## config.mk

```make
export PLATFORM = sky130hd
export DESIGN_NAME = srws_fifo
export DESIGN_NICKNAME = d
export VERILOG_FILES = /design/src/rtl/core/srws_pkg.sv /design/src/rtl/core/srws_fifo.sv
export SDC_FILE = /design/constraint.sdc
export NUM_CORES = 1
export LEC_CHECK = 0
export ABC_AREA = 1
export BUFFER_PORTS_ARGS = -buffer_cell sky130_fd_sc_hd__buf_2
export CAP_MARGIN = 20
export CORE_MARGIN = 4
export CORE_UTILIZATION = 52
export CTS_CLUSTER_DIAMETER = 100
export CTS_CLUSTER_SIZE = 16
export DETAILED_ROUTE_END_ITERATION = 8
export PLACE_DENSITY_LB_ADDON = 0.15
export SYNTH_ARGS = -nofsm -noshare
export SYNTH_HDL_FRONTEND = slang
export SYNTH_SLANG_ARGS = --single-unit
export TNS_END_PERCENT = 10
```

## constraint.sdc

```tcl
create_clock -name clk -period 2 [get_ports clk]
set_clock_uncertainty 0.1 [all_clocks]
set_input_delay 0.4 -clock clk [delete_from_list [all_inputs] [get_ports clk]]
set_output_delay 0.4 -clock clk [all_outputs]
set_load 0.02 [all_outputs]
```

## src/rtl/core/srws_pkg.sv

```systemverilog
// shared types, constants and codes for the sprite row warp scaler
package srws_pkg;

    localparam int MAX_WIDTH  = 64;
    localparam int MAX_HEIGHT = 64;
    localparam int COL_W      = $clog2(MAX_WIDTH);
    localparam int ROW_W      = $clog2(MAX_HEIGHT);
    localparam int ADDR_W     = ROW_W + COL_W;
    localparam int SHAPE_ROWS = 64;
    localparam int SHAPE_AW   = 6;
    localparam int CFG_W      = 7;
    localparam int PIX_W      = 32;
    localparam int FRAC_W     = 8;
    localparam int QUO_W      = CFG_W + FRAC_W;
    localparam int DIVR_W     = 8;
    localparam int CNT_W      = 4;
    localparam int SHAPE_W    = 15;
    localparam int FIFO_DEPTH = 4;
    localparam int FIFO_AW    = 2;
    localparam int FIFO_CW    = 3;

    localparam logic [7:0] DP_MAX = 8'd255;
    localparam logic [CFG_W-1:0] CFG_RESET = 7'd64;
    localparam logic [CFG_W-1:0] ROW_LIMIT = 7'd64;

    // item modes
    localparam logic [1:0] MODE_PIXEL  = 2'd0;
    localparam logic [1:0] MODE_SHAPE  = 2'd1;
    localparam logic [1:0] MODE_RENDER = 2'd2;

    // configuration register indexes
    localparam logic [1:0] CFG_SRC_WIDTH  = 2'd0;
    localparam logic [1:0] CFG_SRC_HEIGHT = 2'd1;
    localparam logic [1:0] CFG_OUT_WIDTH  = 2'd2;
    localparam logic [1:0] CFG_OUT_HEIGHT = 2'd3;

    typedef struct packed {
        logic [1:0]        mode;
        logic [5:0]        row;
        logic [5:0]        col;
        logic [31:0]       pixel_in;
        logic [6:0]        outer_offset;
        logic signed [7:0] inner_offset;
        logic [7:0]        frame;
    } in_item_t;

    typedef struct packed {
        logic [31:0] pixel_out;
        logic [5:0]  out_col;
        logic        last;
    } out_item_t;

    typedef struct packed {
        logic              start;
        logic [QUO_W-1:0]  dividend;
        logic [DIVR_W-1:0] divisor;
    } div_req_t;

    typedef struct packed {
        logic             done;
        logic [QUO_W-1:0] quotient;
    } div_rsp_t;

    typedef enum logic [2:0] {
        ST_IDLE,
        ST_CALCY,
        ST_CALCX,
        ST_CHECK,
        ST_DIVY,
        ST_SROW,
        ST_DIVX,
        ST_EMIT
    } state_t;

endpackage

```

## src/rtl/core/srws_fifo.sv

```systemverilog
// small output queue decoupling the pixel read pipe from the result channel
module srws_fifo
    import srws_pkg::*;
(
    input  logic               clk,
    input  logic               rst_n,
    input  logic               push,
    input  out_item_t          push_data,
    output logic [FIFO_CW-1:0] count,
    output logic               out_valid,
    input  logic               out_stall,
    output out_item_t          out_data
);

    out_item_t           mem_reg [FIFO_DEPTH];
    logic [FIFO_AW-1:0]  wr_ptr_reg;
    logic [FIFO_AW-1:0]  rd_ptr_reg;
    logic [FIFO_CW-1:0]  cnt_reg;
    logic                pop;

    assign pop       = out_valid & ~out_stall;
    assign out_valid = (cnt_reg != '0);
    assign out_data  = mem_reg[rd_ptr_reg];
    assign count     = cnt_reg;

    // pointers and fill level
    always_ff @(posedge clk or negedge rst_n)
    begin
        if (!rst_n)
        begin
            wr_ptr_reg <= '0;
            rd_ptr_reg <= '0;
            cnt_reg    <= '0;
        end
        else
        begin
            if (push)
            begin
                wr_ptr_reg <= wr_ptr_reg + 1'b1;
            end
            if (pop)
            begin
                rd_ptr_reg <= rd_ptr_reg + 1'b1;
            end
            if (push && !pop)
            begin
                cnt_reg <= cnt_reg + 1'b1;
            end
            else if (pop && !push)
            begin
                cnt_reg <= cnt_reg - 1'b1;
            end
        end
    end

    // entry storage
    always_ff @(posedge clk)
    begin
        if (push)
        begin
            mem_reg[wr_ptr_reg] <= push_data;
        end
    end

endmodule

```

[Word-level counts from Yosys, hierarchy flattened]
Memories as Yosys holds them, arrays and structs flattened.
Cells that the tools add are included.
Cells by class
  muxes and demuxes: 4
  order comparisons: 0
  bitwise operators: 2
  reduce and logical (&&, ||, !) cells: 6
  $add $sub $neg: 4
  divide/modulo/power cells: 0
  shift-type cells: 0
  $mul: 0
  equal/unequal tests: 0
Operator list (number)
  3-bit 2-to-1 mux: 2
  2-bit by 1-bit adder with 2-bit output, second input constant: 2
  3-bit by 1-bit adder with 3-bit output, second input constant: 1
  3-bit nonzero test: 1
  3-bit by 1-bit subtractor with 3-bit output, second input constant: 1
  1-bit logical AND: 2
  1-bit logical NOT: 2
  1-bit 2-to-1 mux: 2
  2-bit nonzero test: 1
  1-bit AND: 1
  1-bit NOT: 1
Word-level totals
  input port bits: 43
  bits in registers: 7
  output and inout port bits: 43
  memories kept: 1
  ROM bits: 0
  latch bits: 0
  bits in writable memories: 156
Memory list
  mem_reg: words 4, width 39, rd ports 1, clocked after Yosys merged registers in 0, write ports 1, line srws_fifo.sv:15  | out_item_t mem_reg [FIFO_DEPTH];

[Longest topological paths before layout]
  word-level depth: 5
  mapped depth: 11
  mapped depth without buffers: 11

[Least setup slack after synthesis]
Ideal clock, no wire load.
  kind: register -> register
  start: register cnt_reg[0] (netlist: count[0])
  end: register cnt_reg[2] (netlist: count[2])
  path slack: 0.035 ns
  period minus slack after synthesis: 1.965 ns
  cell stages (with the launch flop): 11
  required time: 1.783 ns
  buffers on the path: 0
  arrival time: 1.748 ns
  setup time: 0.117 ns
  cells stage by stage: dfrtp_1 -> nor2_1 -> nand2_1 -> nand2_1 -> ha_1 -> inv_1 -> fa_1 -> nand2_1 -> nand3_1 -> nand2_1 -> nand2_1
On the way
  word-level cells in the longest chain between the ends: 5
Ends and longest elaborated chain
  start: declaration: line srws_fifo.sv:18  | logic [FIFO_CW-1:0] cnt_reg;
  start signal: assignment: line srws_fifo.sv:47  | cnt_reg <= cnt_reg + 1'b1;
  start signal: assignment: line srws_fifo.sv:51  | cnt_reg <= cnt_reg - 1'b1;
  3-bit nonzero test *: line srws_fifo.sv:22  | assign out_valid = (cnt_reg != '0);
  named net out_valid: line srws_fifo.sv:10  | output logic out_valid,
  1-bit AND *: line srws_fifo.sv:21  | assign pop = out_valid & ~out_stall;
  1-bit logical NOT: line srws_fifo.sv:45  | if (push && !pop)
  1-bit logical AND: line srws_fifo.sv:45
  3-bit 2-to-1 mux or 2-bit nonzero test (tied branches)
The timed path passes the listed nets; every way through them passes the cells marked *. The select of a mux whose other input is x is not followed.
A chain may end at the register's enable or synchronous reset.

==> impl_metrics.env <==
export IMPL_status="complete, but fails checks"
export IMPL_violations="negative setup slack"
export IMPL_yosys_area_top_type="edfxtp_1"
export IMPL_finalHoldViolations=0
export IMPL_clkLatencyLatePin_ns=0.42
export IMPL_r2r_start="count[0]$_DFFE_PN0P_"
export IMPL_path_class="reg2out"
export IMPL_min_path_cells=1
export IMPL_critPathRequiredTime_ns=1.50
export IMPL_worstHoldPathType="in2reg"
export IMPL_netlist_area_sq_um=6650
export IMPL_fill_cells=906
export IMPL_clk_pin_slew_worst_paths_ns=0.06
export IMPL_rsz0062_at_grt="yes"
export IMPL_fmax_ghz=0.468
export IMPL_r2r_slack_ns=0.14
export IMPL_drtIter0Drc=299
export IMPL_gp_congestion=0.730
export IMPL_seq_area_frac_synth_pct=73.1
export IMPL_critPathArrivalTime_ns=1.64
export IMPL_dieWidth_um=121
export IMPL_port_buffers=85
export IMPL_wl_per_cell_um=15.6
export IMPL_dieArea_sq_um=14700
export IMPL_drc=0
export IMPL_dp_hpwl_mm=7.32
export IMPL_final_max_slew_viol_count=0
export IMPL_grt_pass1_wl_mm=19.1
export IMPL_dr_pass1_iters=5
export IMPL_timing_slew_headroom_pct=79.5
export IMPL_period_share_pct=107
export IMPL_synth_cell_types=17
export IMPL_design_core_area_sq_um=12600
export IMPL_area_growth_pct=22.0
export IMPL_holdPathEnd="mem_reg[0][27]$_DFFE_PP_"
export IMPL_ant_nets=0
export IMPL_yosys_warnings=0
export IMPL_cts_buffers=17
export IMPL_final_core_utilization_pct=64.6
export IMPL_cts_sinks=163
export IMPL_cts_root_buf="clkbuf_16"
export IMPL_hold_start="push_data[27]"
export IMPL_avgSynthCellArea_sq_um=13.0
export IMPL_end_kind="primary output"
export IMPL_grt_pass1_vias=3778
export IMPL_grt_max_degree=37
export IMPL_setup_slack_ns=-0.137
export IMPL_cts_buffer_depth=2
export IMPL_dp_cells=756
export IMPL_peakVddDrop_mv=0.985
export IMPL_final_cell_mix="edfxtp_1 (156), nand2_1 (132), inv_1 (85)"
export IMPL_h_tree_depth=4
export IMPL_min_period_ns=2.14
export IMPL_synth_top_area_share_pct=70.4
export IMPL_cts_tree="built"
export IMPL_r2r_cells=10
export IMPL_synth_ff_latch_count=163
export IMPL_setup_violations=39
export IMPL_rows=41
export IMPL_die_h_um=121
export IMPL_total_power_mw=12.6
export IMPL_power_density_nw_per_um2=1560
export IMPL_setup_tns_ns=-3.25
export IMPL_dp_slack_ns=0.0921
export IMPL_stdcell_count=800
export IMPL_io_pins=86
export IMPL_vias=3971
export IMPL_grt_overflow=0
export IMPL_syn_inst=510
export IMPL_viasPerCell=4.96
export IMPL_wl_mm=12.5
export IMPL_timing_rr_end="count[2]$_DFFE_PN0P_"
export IMPL_worst_slew_pin_slew_ns=0.307
export IMPL_p_leak_nw=3.35
export IMPL_final_nets=664
export IMPL_start_kind="flip-flop"
export IMPL_synth_area_leaders="edfxtp_1 (70%), o211ai_1 (8.8%), nand2_1 (7.7%)"
export IMPL_start_util_pct=52.9
export IMPL_antenna_found_initial=1
export IMPL_worstPathMaxFanout=5
export IMPL_synth_nets=559
export IMPL_drive_gt1_share_pct=24.0
export IMPL_final_common_cell="edfxtp_1"
export IMPL_n_antenna_cell=0
export IMPL_largest_reg_flops=156
export IMPL_cap_violations=0
export IMPL_track_usage_pct=17.5
[layout make-up]
cell class	count	area (sq um)	area share (%)
Multi-Input combinational cell	229	1250	15.4
Timing Repair Buffer	112	900	11.1
Inverter	91	347	4.27
Clock buffer	19	433	5.33
Clock inverter	13	93.8	1.16
Tap cell	172	215	2.65
Sequential cell	163	4860	59.9
Timing Repair inverter	1	16.3	0.200
[stage by stage]
stage / cell area [sq um] / hold slack [ns]
after CTS: 7970 / 0.0752
final: 8120 / 0.0931
after global routing: 8120 / 0.0837
after detailed placement: 7330 / 0.147
after global placement: 7330 / 0.142
after floorplan: 6650 / 0.00441
[power breakdown]
group	internal [mW]	switching (mW)	total [mW]
logic	1.93	3.14	5.07
clock network	1.68	1.20	2.88
registers	4.48	0.215	4.69
total	8.08	4.56	12.6
[worst max-delay path by stage]
stage                     cells after the start                   end                      start  slack, ns
after floorplan                              10  count[2]$_DFFE_PN0P_       count[0]$_DFFE_PN0P_       0.04
after global placement                       10  count[2]$_DFFE_PN0P_       count[0]$_DFFE_PN0P_       0.21
after detailed placement                     10  count[2]$_DFFE_PN0P_       count[0]$_DFFE_PN0P_       0.09
after CTS                                     6           out_data[0]  rd_ptr_reg[0]$_DFFE_PN0P_      -0.15
after global routing                          6          out_data[25]  rd_ptr_reg[0]$_DFFE_PN0P_      -0.23
final                                         6          out_data[27]  rd_ptr_reg[0]$_DFFE_PN0P_      -0.14
[cells by family after synthesis]
family                   Yosys count  synth area share, %
flip-flops                       163                 73.1
buffers and inverters            118                 8.45
adder cells (fa/ha/maj)            6                 1.24
AND/OR/NAND/NOR                  142                 8.11
AO/OA/AOI/OAI                     79                 8.88
XOR/XNOR                           2                0.263
[cells in the mapped netlist (all sizes together)]
cell	instances
buf	25
fa	1
clkbuf	2
xnor2	1
o211ai	78
xor2	1
ha	5
inv	91
dfrtp	7
o21ai	1
nand4	1
nand3	3
nand2	136
nor2	2
edfxtp	156
[layer usage]
metal  global-route usage (%)  vias up  part of all wire (%)
met3                     5.13       20                   5.2
met4                     7.01        2                   1.8
met2                     28.1       93                    49
met5                        0        -                 0.056
li1                         -     1983                     -
met1                     22.5     1873                    44
[critical path, cell delays in order (launching register included)]
cell and delay [ns]:
dfrtp_2 0.42, clkinv_4 0.13, buf_6 0.14, buf_6 0.11, o211ai_1 0.17, nand2_1 0.10, buf_6 0.14
[timing repair]
item | CTS | global route
pin swaps | 2 | 9
endpoints found under the hold margin | 7 | 0
hold buffers | 1 | 0
endpoints found under the setup margin | 39 | 40
setup buffers | 4 | 3
gates resized for setup | 12 | 24
cloned | 1 | 5
Note: power is estimated with default switching activity, not from simulation.
