File: src/rtl/core/srws_pkg.sv
// shared types, constants and codes for the sprite row warp scaler
package srws_pkg;

    localparam int MAX_WIDTH  = 64;
    localparam int MAX_HEIGHT = 64;
    localparam int COL_W      = $clog2(MAX_WIDTH);
    localparam int ROW_W      = $clog2(MAX_HEIGHT);
    localparam int ADDR_W     = ROW_W + COL_W;
    localparam int SHAPE_ROWS = 64;
    localparam int SHAPE_AW   = 6;
    localparam int CFG_W      = 7;
    localparam int PIX_W      = 32;
    localparam int FRAC_W     = 8;
    localparam int QUO_W      = CFG_W + FRAC_W;
    localparam int DIVR_W     = 8;
    localparam int CNT_W      = 4;
    localparam int SHAPE_W    = 15;
    localparam int FIFO_DEPTH = 4;
    localparam int FIFO_AW    = 2;
    localparam int FIFO_CW    = 3;

    localparam logic [7:0] DP_MAX = 8'd255;
    localparam logic [CFG_W-1:0] CFG_RESET = 7'd64;
    localparam logic [CFG_W-1:0] ROW_LIMIT = 7'd64;

    // item modes
    localparam logic [1:0] MODE_PIXEL  = 2'd0;
    localparam logic [1:0] MODE_SHAPE  = 2'd1;
    localparam logic [1:0] MODE_RENDER = 2'd2;

    // configuration register indexes
    localparam logic [1:0] CFG_SRC_WIDTH  = 2'd0;
    localparam logic [1:0] CFG_SRC_HEIGHT = 2'd1;
    localparam logic [1:0] CFG_OUT_WIDTH  = 2'd2;
    localparam logic [1:0] CFG_OUT_HEIGHT = 2'd3;

    typedef struct packed {
        logic [1:0]        mode;
        logic [5:0]        row;
        logic [5:0]        col;
        logic [31:0]       pixel_in;
        logic [6:0]        outer_offset;
        logic signed [7:0] inner_offset;
        logic [7:0]        frame;
    } in_item_t;

    typedef struct packed {
        logic [31:0] pixel_out;
        logic [5:0]  out_col;
        logic        last;
    } out_item_t;

    typedef struct packed {
        logic              start;
        logic [QUO_W-1:0]  dividend;
        logic [DIVR_W-1:0] divisor;
    } div_req_t;

    typedef struct packed {
        logic             done;
        logic [QUO_W-1:0] quotient;
    } div_rsp_t;

    typedef enum logic [2:0] {
        ST_IDLE,
        ST_CALCY,
        ST_CALCX,
        ST_CHECK,
        ST_DIVY,
        ST_SROW,
        ST_DIVX,
        ST_EMIT
    } state_t;

endpackage

File: src/rtl/core/srws_div.sv
// radix-2 restoring divider, one quotient bit per cycle
module srws_div
    import srws_pkg::*;
(
    input  logic     clk,
    input  logic     rst_n,
    input  div_req_t req,
    output div_rsp_t rsp
);

    logic              busy_reg;
    logic              done_reg;
    logic [CNT_W-1:0]  cnt_reg;
    logic [QUO_W-1:0]  quo_reg;
    logic [QUO_W-1:0]  quo_next;
    logic [DIVR_W-1:0] rem_reg;
    logic [DIVR_W-1:0] rem_next;
    logic [DIVR_W-1:0] dvs_reg;
    logic [DIVR_W:0]   trial;

    // one shift-subtract step
    always_comb
    begin
        trial = {rem_reg, quo_reg[QUO_W-1]};
        if (trial >= {1'b0, dvs_reg})
        begin
            rem_next = DIVR_W'(trial - {1'b0, dvs_reg});
            quo_next = {quo_reg[QUO_W-2:0], 1'b1};
        end
        else
        begin
            rem_next = trial[DIVR_W-1:0];
            quo_next = {quo_reg[QUO_W-2:0], 1'b0};
        end
    end

    // control
    always_ff @(posedge clk or negedge rst_n)
    begin
        if (!rst_n)
        begin
            busy_reg <= 1'b0;
            done_reg <= 1'b0;
            cnt_reg  <= '0;
        end
        else
        begin
            done_reg <= 1'b0;
            if (req.start)
            begin
                busy_reg <= 1'b1;
                cnt_reg  <= CNT_W'(QUO_W - 1);
            end
            else if (busy_reg)
            begin
                cnt_reg <= cnt_reg - 1'b1;
                if (cnt_reg == '0)
                begin
                    busy_reg <= 1'b0;
                    done_reg <= 1'b1;
                end
            end
        end
    end

    // datapath
    always_ff @(posedge clk)
    begin
        if (req.start)
        begin
            quo_reg <= req.dividend;
            rem_reg <= '0;
            dvs_reg <= req.divisor;
        end
        else if (busy_reg)
        begin
            quo_reg <= quo_next;
            rem_reg <= rem_next;
        end
    end

    assign rsp.done     = done_reg;
    assign rsp.quotient = quo_reg;

endmodule

File: config.mk
export PLATFORM = sky130hd
export DESIGN_NAME = srws_div
export DESIGN_NICKNAME = d
export VERILOG_FILES = /design/src/rtl/core/srws_pkg.sv /design/src/rtl/core/srws_div.sv
export SDC_FILE = /design/constraint.sdc
export NUM_CORES = 1
export LEC_CHECK = 0
export ABC_CLOCK_PERIOD_IN_PS = 2300
export BUFFER_PORTS_ARGS = -buffer_cell sky130_fd_sc_hd__clkbuf_2
export CORE_ASPECT_RATIO = 0.75
export CORE_MARGIN = 2
export CORE_UTILIZATION = 30
export DETAILED_ROUTE_END_ITERATION = 10
export PLACE_DENSITY_LB_ADDON = 0.05
export SETUP_SLACK_MARGIN = 0.02
export SYNTH_ARGS = -nofsm -noshare
export SYNTH_HDL_FRONTEND = slang
export SYNTH_SLANG_ARGS = --single-unit
export TNS_END_PERCENT = 50
File: constraint.sdc
create_clock -name clk -period 2.3 [get_ports clk]
set_input_delay 0.345 -clock clk [delete_from_list [all_inputs] [get_ports clk]]
set_output_delay 0.345 -clock clk [all_outputs]
set_load 0.05 [all_outputs]
# Yosys cells after proc, flatten, opt, wreduce, memory -nomap -nowiden
# Cells that the tools add are included.
# Widths: inputs -> output; s select.
dict set report totals {
  ff_bits 37
  ram_bits 0
  rom_bits 0
  elab_cells 23
  latch_bits 0
  memories 0
}
dict set report op_classes {
  n_mul 0
  n_mux 12
  n_div 0
  bitwise 0
  n_reduce_logical 2
  n_addsub 2
  n_lt_le_gt_ge 1
  n_eq_ne 0
  shifts 0
}
# operator count
set ops {}
lappend ops {{$mux 15} 2}
lappend ops {{$ge 9x8->1} 1}
lappend ops {{$mux 4} 2}
lappend ops {{$mux 8} 1}
lappend ops {{$sub 8x8->8} 1}
lappend ops {{$mux 1} 7}
lappend ops {{$logic_not 4->1} 1}
lappend ops {{$sub 4x1->4 const B} 1}
lappend ops {{$reduce_bool 2->1} 1}

# Longest topological paths before layout
# Gate-level depths: netlist of the first run.
dict set report depth {
  ltp_word 4
  ltp_mapped 8
  ltp_nobuf 8
}

# Least setup slack after synthesis of the first run
# Ideal clock, no wire load.
dict set report synth_timing {
  path_type {flip-flop to flip-flop}
  start {reg quo_reg[14]}
  end {reg rem_reg[6]}
  stages_incl_launch_ff 9
  required_time_ns 2.179
  arrival_time_ns 2.125
  setup_time_ns 0.121
  setup_slack_ns 0.055
  n_path_buf 0
  path_cell_list {edfxtp_1 inv_1 ha_1 fa_1 nor2b_1 o21ai_0 a311oi_1 a21boi_0 o31ai_1}
}
dict set report synth_between {
  elab_chain_len 2
  word_cells_on_any_way 3
}
# element line_no
set synth_rtl {}
lappend synth_rtl {{from (decl)} srws_div.sv:14} ;# logic [QUO_W-1:0] quo_reg;
lappend synth_rtl {{from (signal assigned)} srws_div.sv:71} ;# quo_reg <= req.dividend;
lappend synth_rtl {{from (signal assigned)} srws_div.sv:77} ;# quo_reg <= quo_next;
lappend synth_rtl {{$sub 8x8->8 or $ge 9x8->1 (tied branches)} {srws_div.sv:27, srws_div.sv:25}}
lappend synth_rtl {{$mux 8 (*)} srws_div.sv:25} ;# if (trial >= {1'b0, dvs_reg})
lappend synth_rtl {{to (signal assigned)} srws_div.sv:78} ;# rem_reg <= rem_next;
lappend synth_rtl {{to (decl)} srws_div.sv:16} ;# logic [DIVR_W-1:0] rem_reg;
# Every way passes the cells marked *; elsewhere a longest branch is shown, timed or not.
# A chain may end at the register's enable or synchronous reset.

# Worst setup path in the final report of the first run
dict set report layout_timing {
  start {reg rem_reg[2]}
  end {reg rem_reg[7]}
}
dict set report layout_between {
  elab_chain_len 2
  word_cells_on_any_way 3
}
# element line_no
set layout_rtl {}
lappend layout_rtl {{$sub 8x8->8 or $ge 9x8->1 (tied branches)} {srws_div.sv:27, srws_div.sv:25}}
lappend layout_rtl {{$mux 8 (*)} srws_div.sv:25}
# Marked as above.

==> flow_metrics.env, run 1 <==
export IMPL_grt_busiest_layer="met2"
export IMPL_drt_pass1_iter_count=4
export IMPL_synth_edf_count=23
export IMPL_stdcell_count=300
export IMPL_grt_use_met2_pct=19.88
export IMPL_synth_top_family_by_area="compound AO/OA/AOI/OAI gates"
export IMPL_placedCellCount=291
export IMPL_fill_cells=629
export IMPL_num_antenna_cells=0
export IMPL_antenna_found_initial=0
export IMPL_synthCells=173
export IMPL_synth_area_per_cell_um2=11.64
export IMPL_via_count=1474
export IMPL_total_power_w=0.002479
export IMPL_leakagePower_nw=0.9960
export IMPL_multiInputGateArea_um2=929.6
export IMPL_place_congestion=0.7559
export IMPL_cts_sinks=37
export IMPL_power_density_mw_per_mm2=1032
export IMPL_numCtsBuffers=5
export IMPL_grt_pass1_vias=1471
export IMPL_drt_vias_per_instance=4.913
export IMPL_clock_latency_ps=290
export IMPL_ir_drop_v=0.0003376
export IMPL_synthSimpleGateAreaFrac_pct=12.24
export IMPL_largest_reg_flops=15
export IMPL_period_needed_ps=2103
export IMPL_ys_types=48
export IMPL_ant_nets=0
export IMPL_hold_viol_final=0
export IMPL_slowest_stage="a221oi_4"
export IMPL_clock_path_buffers=2
export IMPL_rows=25
export IMPL_hold_ws_ps=227.1
export IMPL_worst_ep_required_time_ps=2470
export IMPL_dieArea_mm2=0.007393
export IMPL_cts_tree="built"
export IMPL_slew_viol_final=0
export IMPL_seq_area_frac_synth_pct=49.69
export IMPL_drive_above_1_share_pct=34.25
export IMPL_nNetsFinal=254
export IMPL_async_flop_share_pct=16.22
export IMPL_core_mm2=0.006412
export IMPL_hpwl_mm=3.228
export IMPL_fmax_ghz=0.4755
export IMPL_h_tree_depth=2
export IMPL_critPathCaptureType="register"
export IMPL_critical_path_cell_chain="ha_1, and2_4, a221oi_4, a211oi_1, a2111oi_2, o21ai_1"
export IMPL_crit_arrival_ps=2280
export IMPL_die_w_um=98.62
export IMPL_synth_compound_area_share_pct=17.20
export IMPL_grt_start_max_net_pins=36
export IMPL_io_buffers=41
export IMPL_finalWirelength_mm=4.369
export IMPL_crit_type="reg2reg"
export IMPL_synthFlopType="edfxtp_1"
export IMPL_slowest_delay_ps=400
export IMPL_drc=0
export IMPL_yosys_area_share_adder_pct=6.584
export IMPL_io_pins=42
export IMPL_use_met3_pct=3.157
export IMPL_grt_pass1_wl_mm=7.369
export IMPL_cp_start_kind="register"
export IMPL_tns_ps=0
export IMPL_cap_viol_max_count=0
export IMPL_yosys_warnings=0
export IMPL_setup_viol=0
export IMPL_worst_slew_pin_slew_ps=648.9
export IMPL_grt_overflow=0
export IMPL_avgRoutedWirePerCell_um=14.56
export IMPL_start_util_pct=31.41
export IMPL_max_slew_margin_pct=56.69
export IMPL_synth_mux_area_fraction_pct=7.826
export IMPL_cp_max_fo=6
export IMPL_grtUsageMet1_pct=18.21
export IMPL_grt_usage_pct=12.93
export IMPL_cts_root_buf="clkbuf_8"
export IMPL_post_route_util_pct=37.44
export IMPL_hp_class="in2reg"
export IMPL_post_cts_buffers=0
export IMPL_die_h_um=74.97
export IMPL_fin_skew_ps=4.522
export IMPL_finalCritPeriodShare_pct=91.44
export IMPL_status="finished clean"
export IMPL_syn_nets=209
export IMPL_rsz0062_at_grt="no"
export IMPL_ff_latch_area_mm2=0.001001
export IMPL_clk_pin_slew_worst_paths_ps=80
export IMPL_ys_ff_latch=37
export IMPL_syn_to_final_growth_pct=19.19
export IMPL_synth_xor_area_share_pct=2.174
export IMPL_first_iter_violations=72
export IMPL_syn_area_mm2=0.002014
worst max-delay path, delay by kind of cell, from the launching register on:
family,cells,cell delay [ps]
compound gates,4,1060
fa+ha+maj,1,360
flops,1,340
simple gates,1,210
report_power, final:
| group | leakage [nW] | total, W | internal, W | switching (W) |
|---|---|---|---|---|
| clock | 0.0450 | 0.000451 | 0.000210 | 0.000240 |
| combinational | 0.584 | 0.00111 | 0.000439 | 0.000671 |
| sequential | 0.367 | 0.000918 | 0.000833 | 0.0000846 |
what timing repair did:
action	in CTS	in global routing
gates resized for setup	0	1
setup endpoints to repair	0	2
hold buffers	1	0
hold endpoints to repair	6	0
cells by family (layout without fill, tap and decap cells):
group / Yosys count / count (layout)
simple gates: 44 / 44
xor+xnor: 5 / 5
buf+inv: 21 / 67
compound gates: 42 / 42
mux: 14 / 14
flops: 37 / 37
fa+ha+maj: 10 / 10
stage by stage:
| stage | cell area, um2 | setup slack [ps] |
|---|---|---|
| finish | 2401 | 196.8 |
| global route | 2401 | 64.96 |
| CTS | 2399 | 120.6 |
| detailed placement | 2306 | 153.5 |
| global placement | 2306 | 193.8 |
| floorplan | 2014 | 54.67 |
path summary, 6_finish.rpt:
check | to | depth (start not counted) | slack, ps | startpoint
max | rem_reg[7] | 6 | 200 | rem_reg[2]
min | dvs_reg[7] | 1 | 230 | req[7]
max reg2reg | rem_reg[7] | 6 | 200 | rem_reg[2]
min reg2reg | rem_reg[6] | 2 | 490 | rem_reg[6]
max in group asynchronous | cnt_reg[1] | 2 | 1730 | rst_n
min in group asynchronous | cnt_reg[0] | 2 | 410 | rst_n
layer usage:
layer,vias up,part of all wire (%)
li1,738,-
met1,703,51
met2,29,44
met3,4,3.8
met4,0,0.94
met5,-,0
synthesized netlist by cell type (2+ instances only):
master     n  area, um2
o21ai_0   10      50.05
o21ai_1    2      10.01
clkbuf_1   4      15.01
nor3_1     2      10.01
dfrtp_1    6      150.1
a21oi_1    5      25.02
nand3_1    7      35.03
ha_1       9      112.6
a32o_1     2      20.02
edfxtp_1  23      690.7
inv_1     15      56.30
a311oi_1   4      35.03
nand2_1    7      26.28
buf_4      2      15.01
xnor2_1    3      26.28
xor2_1     2      17.52
o31ai_1    2      15.01
nand2b_1   3      18.77
mux2_2    14      157.7
nor2_1    11      41.29
a211oi_1   2      15.01
nor2b_1    4      25.02
dfxtp_1    8      160.2
o21a_1     2      15.01
placed cells by master, fill, tap and decap left out, types with 3 or more instances in the layout:
| cell | count |
|---|---|
| nand2_1 | 7 |
| edfxtp_1 | 23 |
| nor2_1 | 11 |
| nor2b_1 | 3 |
| xnor2_1 | 3 |
| a21oi_1 | 5 |
| clkbuf_8 | 5 |
| inv_1 | 15 |
| mux2_2 | 14 |
| dfxtp_1 | 8 |
| a311oi_1 | 4 |
| nand3_1 | 7 |
| o21ai_0 | 10 |
| clkbuf_2 | 41 |
| ha_1 | 9 |
| dfrtp_1 | 6 |
| nand2b_1 | 3 |
area by class of cell:
| class | count | area share [%] |
|---|---|---|
| clock buffers | 6 | 3.022 |
| clock inverters | 2 | 0.4169 |
| inverters | 15 | 2.345 |
| multi-input cells | 115 | 38.72 |
| flip-flops and latches | 37 | 41.69 |
| well taps | 81 | 4.221 |
| repair buffers | 44 | 9.588 |
No activity file was read; power rests on OpenSTA's default activity.
==> run 2: changes to the inputs <==
- CORE_MARGIN: 2 -> default
- RECOVER_POWER: default -> 25
==> run 2 against run 1 <==
- cell area increased by 0.99%
- maximum frequency decreased by 0.67%
- core utilization increased by 0.56 points
- total power increased by 1.9%
- first-iteration DRC count increased by 1.4%
- clock skew increased by 1.4 ps
- non-clock buffer count increased by 2
- combinational power about the same
- clock-buffer cell count increased by 2
- sequential share of layout area decreased by 0.41 points
- critical path type unchanged
==> flow_metrics.env, run 2 (synthesized netlist as in run 1, its figures left out) <==
export IMPL_status="finished clean"
export IMPL_largest_reg_flops=15
export IMPL_max_slew_margin_pct=44.21
export IMPL_p_int_w=0.001534
export IMPL_start_util_pct=31.57
export IMPL_dp_slack_ps=43.52
export IMPL_timing_final_ws_setup_ps=182.6
export IMPL_crit_type="reg2reg"
export IMPL_period_needed_ps=2117
export IMPL_drt_vias_per_instance=4.983
export IMPL_critPathCaptureType="register"
export IMPL_cts_sinks=37
export IMPL_nNetsFinal=256
export IMPL_clock_path_buffers=2
export IMPL_drc=0
export IMPL_swShare_pct=39.23
export IMPL_leakagePower_nw=1.000
export IMPL_finalWirelength_mm=4.320
export IMPL_num_antenna_cells=0
export IMPL_hp_class="in2reg"
export IMPL_h_tree_depth=2
export IMPL_cap_viol_max_count=0
export IMPL_grt_usage_pct=12.94
export IMPL_first_iter_violations=73
export IMPL_cts_root_buf="clkbuf_8"
export IMPL_ir_drop_v=0.0004361
export IMPL_numCtsBuffers=5
export IMPL_avgRoutedWirePerCell_um=14.30
export IMPL_grt_pass1_wl_mm=7.031
export IMPL_place_congestion=0.7655
export IMPL_slowest_stage="edfxtp_1"
export IMPL_ff_latch_area_mm2=0.001001
export IMPL_seq_power_share_pct=36.7
export IMPL_hold_viol_final=0
export IMPL_syn_to_final_growth_pct=20.37
export IMPL_worst_ep_required_time_ps=2470
export IMPL_power_switching_w=0.0009906
export IMPL_io_pins=42
export IMPL_clk_pin_slew_worst_paths_ps=70
export IMPL_drive_above_1_share_pct=34.39
export IMPL_worst_path_buf_inv=2
export IMPL_tns_ps=0
export IMPL_rsz0062_at_grt="no"
export IMPL_cp_max_fo=3
export IMPL_critPathTopFamily="compound AO/OA/AOI/OAI gates"
export IMPL_ant_nets=0
export IMPL_crit_arrival_ps=2290
export IMPL_critical_path_cell_chain="inv_1, ha_1, fa_2, nor2b_2, buf_4, o2111a_1, a311oi_1, a21boi_2, o31ai_1"
export IMPL_grt_pass1_vias=1423
export IMPL_dieArea_mm2=0.007050
export IMPL_setup_viol=0
export IMPL_drt_pass1_iter_count=4
export IMPL_power_density_mw_per_mm2=1041
export IMPL_io_buffers=41
export IMPL_cts_tree="built"
export IMPL_layout_cells_most_common="clkbuf_2"
export IMPL_die_w_um=96.62
export IMPL_final_cell_mix="clkbuf_2, edfxtp_1, inv_1, mux2_2, nor2_1"
export IMPL_via_count=1505
export IMPL_hpwl_mm=3.261
export IMPL_grt_start_max_net_pins=36
export IMPL_hold_ws_ps=240.8
export IMPL_pwr_share_clk_pct=18.2
export IMPL_slew_viol_final=0
export IMPL_die_h_um=72.97
export IMPL_finalCritPeriodShare_pct=92.06
export IMPL_antenna_found_initial=0
export IMPL_worst_slew_pin_slew_ps=836.8
export IMPL_grt_overflow=0
export IMPL_clock_latency_ps=280
export IMPL_fin_skew_ps=5.924
export IMPL_core_mm2=0.006381
export IMPL_rows=25
export IMPL_fill_cells=647
export IMPL_p_comb_share_pct=45.2
export IMPL_multiInputGateArea_um2=935.9
export IMPL_fmax_ghz=0.4723
export IMPL_cp_start_kind="register"
export IMPL_slowest_delay_ps=390
## run 2: layout make-up
type | count | share of cell area (%)
Sequential cell | 37 | 41.28
Multi-Input combinational cell | 115 | 38.60
Timing Repair Buffer | 46 | 9.907
Tap cell | 81 | 4.180
Clock buffer | 8 | 3.715
Inverter | 15 | 2.322
## run 2: power groups by stage
stage	Sequential [W]	Combinational, W	Clock (W)
2_1_floorplan	0.00103	0.000774	0
3_3_place_gp	0.000937	0.00110	0
3_5_place_dp	0.000934	0.00111	0
4_1_cts	0.000924	0.00111	0.000476
5_1_grt	0.000944	0.00126	0.000505
6_report	0.000926	0.00114	0.000458
## run 2: per-layer routing
metal  share of wire, %  global-route usage [%]  vias to the layer above
met5                  0                       0                        -
met4               0.95                   4.478                        0
met3                5.4                   3.544                        5
met2                 43                   18.54                       51
met1                 50                   18.70                      709
li1                   -                       -                      740
## run 2: worst paths after layout
kind | start | endpoint | slack [ps] | cells after the start
max | quo_reg[14] | rem_reg[6] | 180 | 9
min | req[5] | dvs_reg[5] | 240 | 1
max reg2reg | quo_reg[14] | rem_reg[6] | 180 | 9
min reg2reg | rem_reg[6] | rem_reg[6] | 490 | 2
max in group asynchronous | rst_n | busy_reg | 1610 | 2
min in group asynchronous | rst_n | cnt_reg[3] | 450 | 2
## run 2: metrics by stage
step,cells,total power [W],area (um2),utilization [%]
6_report,302,0.002525,2425,38.00
4_1_cts,301,0.002509,2414,37.82
3_5_place_dp,292,0.002043,2313,36.25
3_3_place_gp,292,0.002042,2313,36.25
5_1_grt,302,0.002709,2425,38.00
2_1_floorplan,173,0.001808,2014,-
## run 2: what timing repair did
item,4_1_cts,5_1_grt
setup buffers,0,1
endpoints found under the hold margin,6,0
gates resized for setup,0,4
hold buffers,1,0
endpoints found under the setup margin,0,2
==> run 3: changes to the inputs <==
- PLACE_DENSITY: default -> 0.49
- PLACE_DENSITY_LB_ADDON: 0.05 -> default
==> run 3 against run 2 <==
- hold slack worse by 14 ps
- cell count stayed put
- via count is 0.33% lower
- clock skew is 2.7 ps higher
- setup slack worse by 17 ps
- global-route usage is 0.40 points lower
- routed wire length is 4.8% lower
- cell area is 0.15% higher
- first-iteration DRC count is 41% higher
- maximum frequency is 0.81% lower
- total power is 0.34% lower
- sequential share of layout area is 0.064 points lower
==> flow_metrics.env, run 3 (synthesized netlist as in run 1, its figures left out) <==
export IMPL_dp_slack_ps=26.94
export IMPL_grt_pass1_vias=1352
export IMPL_finalCritPeriodShare_pct=92.81
export IMPL_avgRoutedWirePerCell_um=13.62
export IMPL_cp_max_fo=3
export IMPL_die_h_um=72.97
export IMPL_h_tree_depth=2
export IMPL_drt_pass1_iter_count=4
export IMPL_ir_drop_v=0.0002970
export IMPL_cts_root_buf="clkbuf_8"
export IMPL_slowest_delay_ps=410
export IMPL_start_util_pct=31.57
export IMPL_drc=0
export IMPL_grt_usage_pct=12.54
export IMPL_cp_endpoint="rem_reg[6]"
export IMPL_die_w_um=96.62
export IMPL_rows=25
export IMPL_antenna_found_initial=0
export IMPL_timing_final_ws_setup_ps=165.4
export IMPL_period_needed_ps=2135
export IMPL_clk_pin_slew_worst_paths_ps=80
export IMPL_finalWirelength_mm=4.112
export IMPL_fin_skew_ps=8.643
export IMPL_total_power_w=0.002516
export IMPL_io_buffers=41
export IMPL_numCtsBuffers=5
export IMPL_place_congestion=0.7852
export IMPL_first_iter_violations=103
export IMPL_leakagePower_nw=1.009
export IMPL_slew_viol_final=0
export IMPL_clock_latency_ps=290
export IMPL_dieArea_mm2=0.007050
export IMPL_crit_type="reg2reg"
export IMPL_fmax_ghz=0.4685
export IMPL_hp_class="in2reg"
export IMPL_nNetsFinal=256
export IMPL_largest_reg_flops=15
export IMPL_grt_pass1_wl_mm=6.782
export IMPL_io_pins=42
export IMPL_critical_path_cell_chain="inv_1, ha_1, fa_2, nor2b_2, buf_4, o2111a_1, a311oi_1, a21boi_2, o31ai_1"
export IMPL_hpwl_mm=3.010
export IMPL_ant_nets=0
export IMPL_via_count=1500
export IMPL_tns_ps=0
export IMPL_core_mm2=0.006381
export IMPL_cp_depth=9
export IMPL_layout_cells_most_common="clkbuf_2"
export IMPL_clock_path_buffers=2
export IMPL_worst_path_buf_inv=2
export IMPL_r2r_slack_ps=170
export IMPL_worst_slew_pin_slew_ps=1475
export IMPL_r2r_start="quo_reg[14]"
export IMPL_status="finished clean"
export IMPL_critPathCaptureType="register"
export IMPL_crit_path_start="quo_reg[14]"
export IMPL_slowest_stage="edfxtp_1"
export IMPL_r2r_cells=9
export IMPL_grt_start_max_net_pins=36
export IMPL_drive_above_1_share_pct=34.39
export IMPL_grt_overflow=0
export IMPL_reg2reg_to="rem_reg[6]"
export IMPL_cts_sinks=37
export IMPL_cap_viol_max_count=0
export IMPL_syn_to_final_growth_pct=20.56
export IMPL_power_density_mw_per_mm2=1036
export IMPL_drt_vias_per_instance=4.967
export IMPL_crit_arrival_ps=2320
export IMPL_critPathTopFamily="compound AO/OA/AOI/OAI gates"
export IMPL_hold_viol_final=0
export IMPL_hold_ws_ps=227.3
export IMPL_final_cell_mix="clkbuf_2, edfxtp_1, inv_1, mux2_2, nor2_1"
export IMPL_setup_viol=0
export IMPL_rsz0062_at_grt="no"
export IMPL_num_antenna_cells=0
export IMPL_cts_tree="built"
export IMPL_cp_start_kind="register"
export IMPL_max_slew_margin_pct=1.476
export IMPL_worst_ep_required_time_ps=2490
## run 3: through the flow
step                      std cells  utilization (%)  instance area [um2]
after floorplan                 173                -                 2014
after global placement          292            36.45                 2326
after detailed placement        292            36.45                 2326
after CTS                       301            38.00                 2425
after global routing            302            38.06                 2429
final                           302            38.06                 2429
## run 3: metal layers
| metal | routed length (um) | global-route usage (%) | up-vias |
|---|---|---|---|
| met4 | 80 | 5.473 | 0 |
| met2 | 1572 | 16.12 | 38 |
| met3 | 193 | 3.161 | 6 |
| met5 | 0 | 0 | - |
| met1 | 2265 | 19.36 | 713 |
| li1 | - | - | 743 |
## run 3: power breakdown
part	total [W]	leakage [nW]	switching (W)	internal, W
registers	0.000923	0.367	0.0000900	0.000833
clock network	0.000457	0.0455	0.000247	0.000210
logic	0.00114	0.596	0.000683	0.000454
## run 3: repair_timing
action / in CTS / in global routing
hold endpoints to repair: 6 / 0
hold buffers: 1 / 0
resized for setup: 1 / 3
setup buffers: 0 / 1
pin swaps: 0 / 2
gates cloned: 0 / 0
endpoints found under the setup margin: 1 / 2
## run 3: layout make-up
cell class | instances | area (um2)
fillers | 658 | 3953
flip-flops and latches | 37 | 1001
multi-input cells | 115 | 935.9
repair buffers | 46 | 247.7
well taps | 81 | 101.3
clock buffers | 5 | 68.82
inverters | 15 | 56.30
clock inverters | 3 | 17.52
## run 3: worst min path at each step
stage	startpoint	cells past startpoint	to
after global routing	req[1]	1	dvs_reg[1]
after detailed placement	rst_n	1	done_reg
after CTS	req[1]	1	dvs_reg[1]
after global placement	rst_n	1	done_reg
final	req[2]	1	dvs_reg[2]
after floorplan	rst_n	0	busy_reg
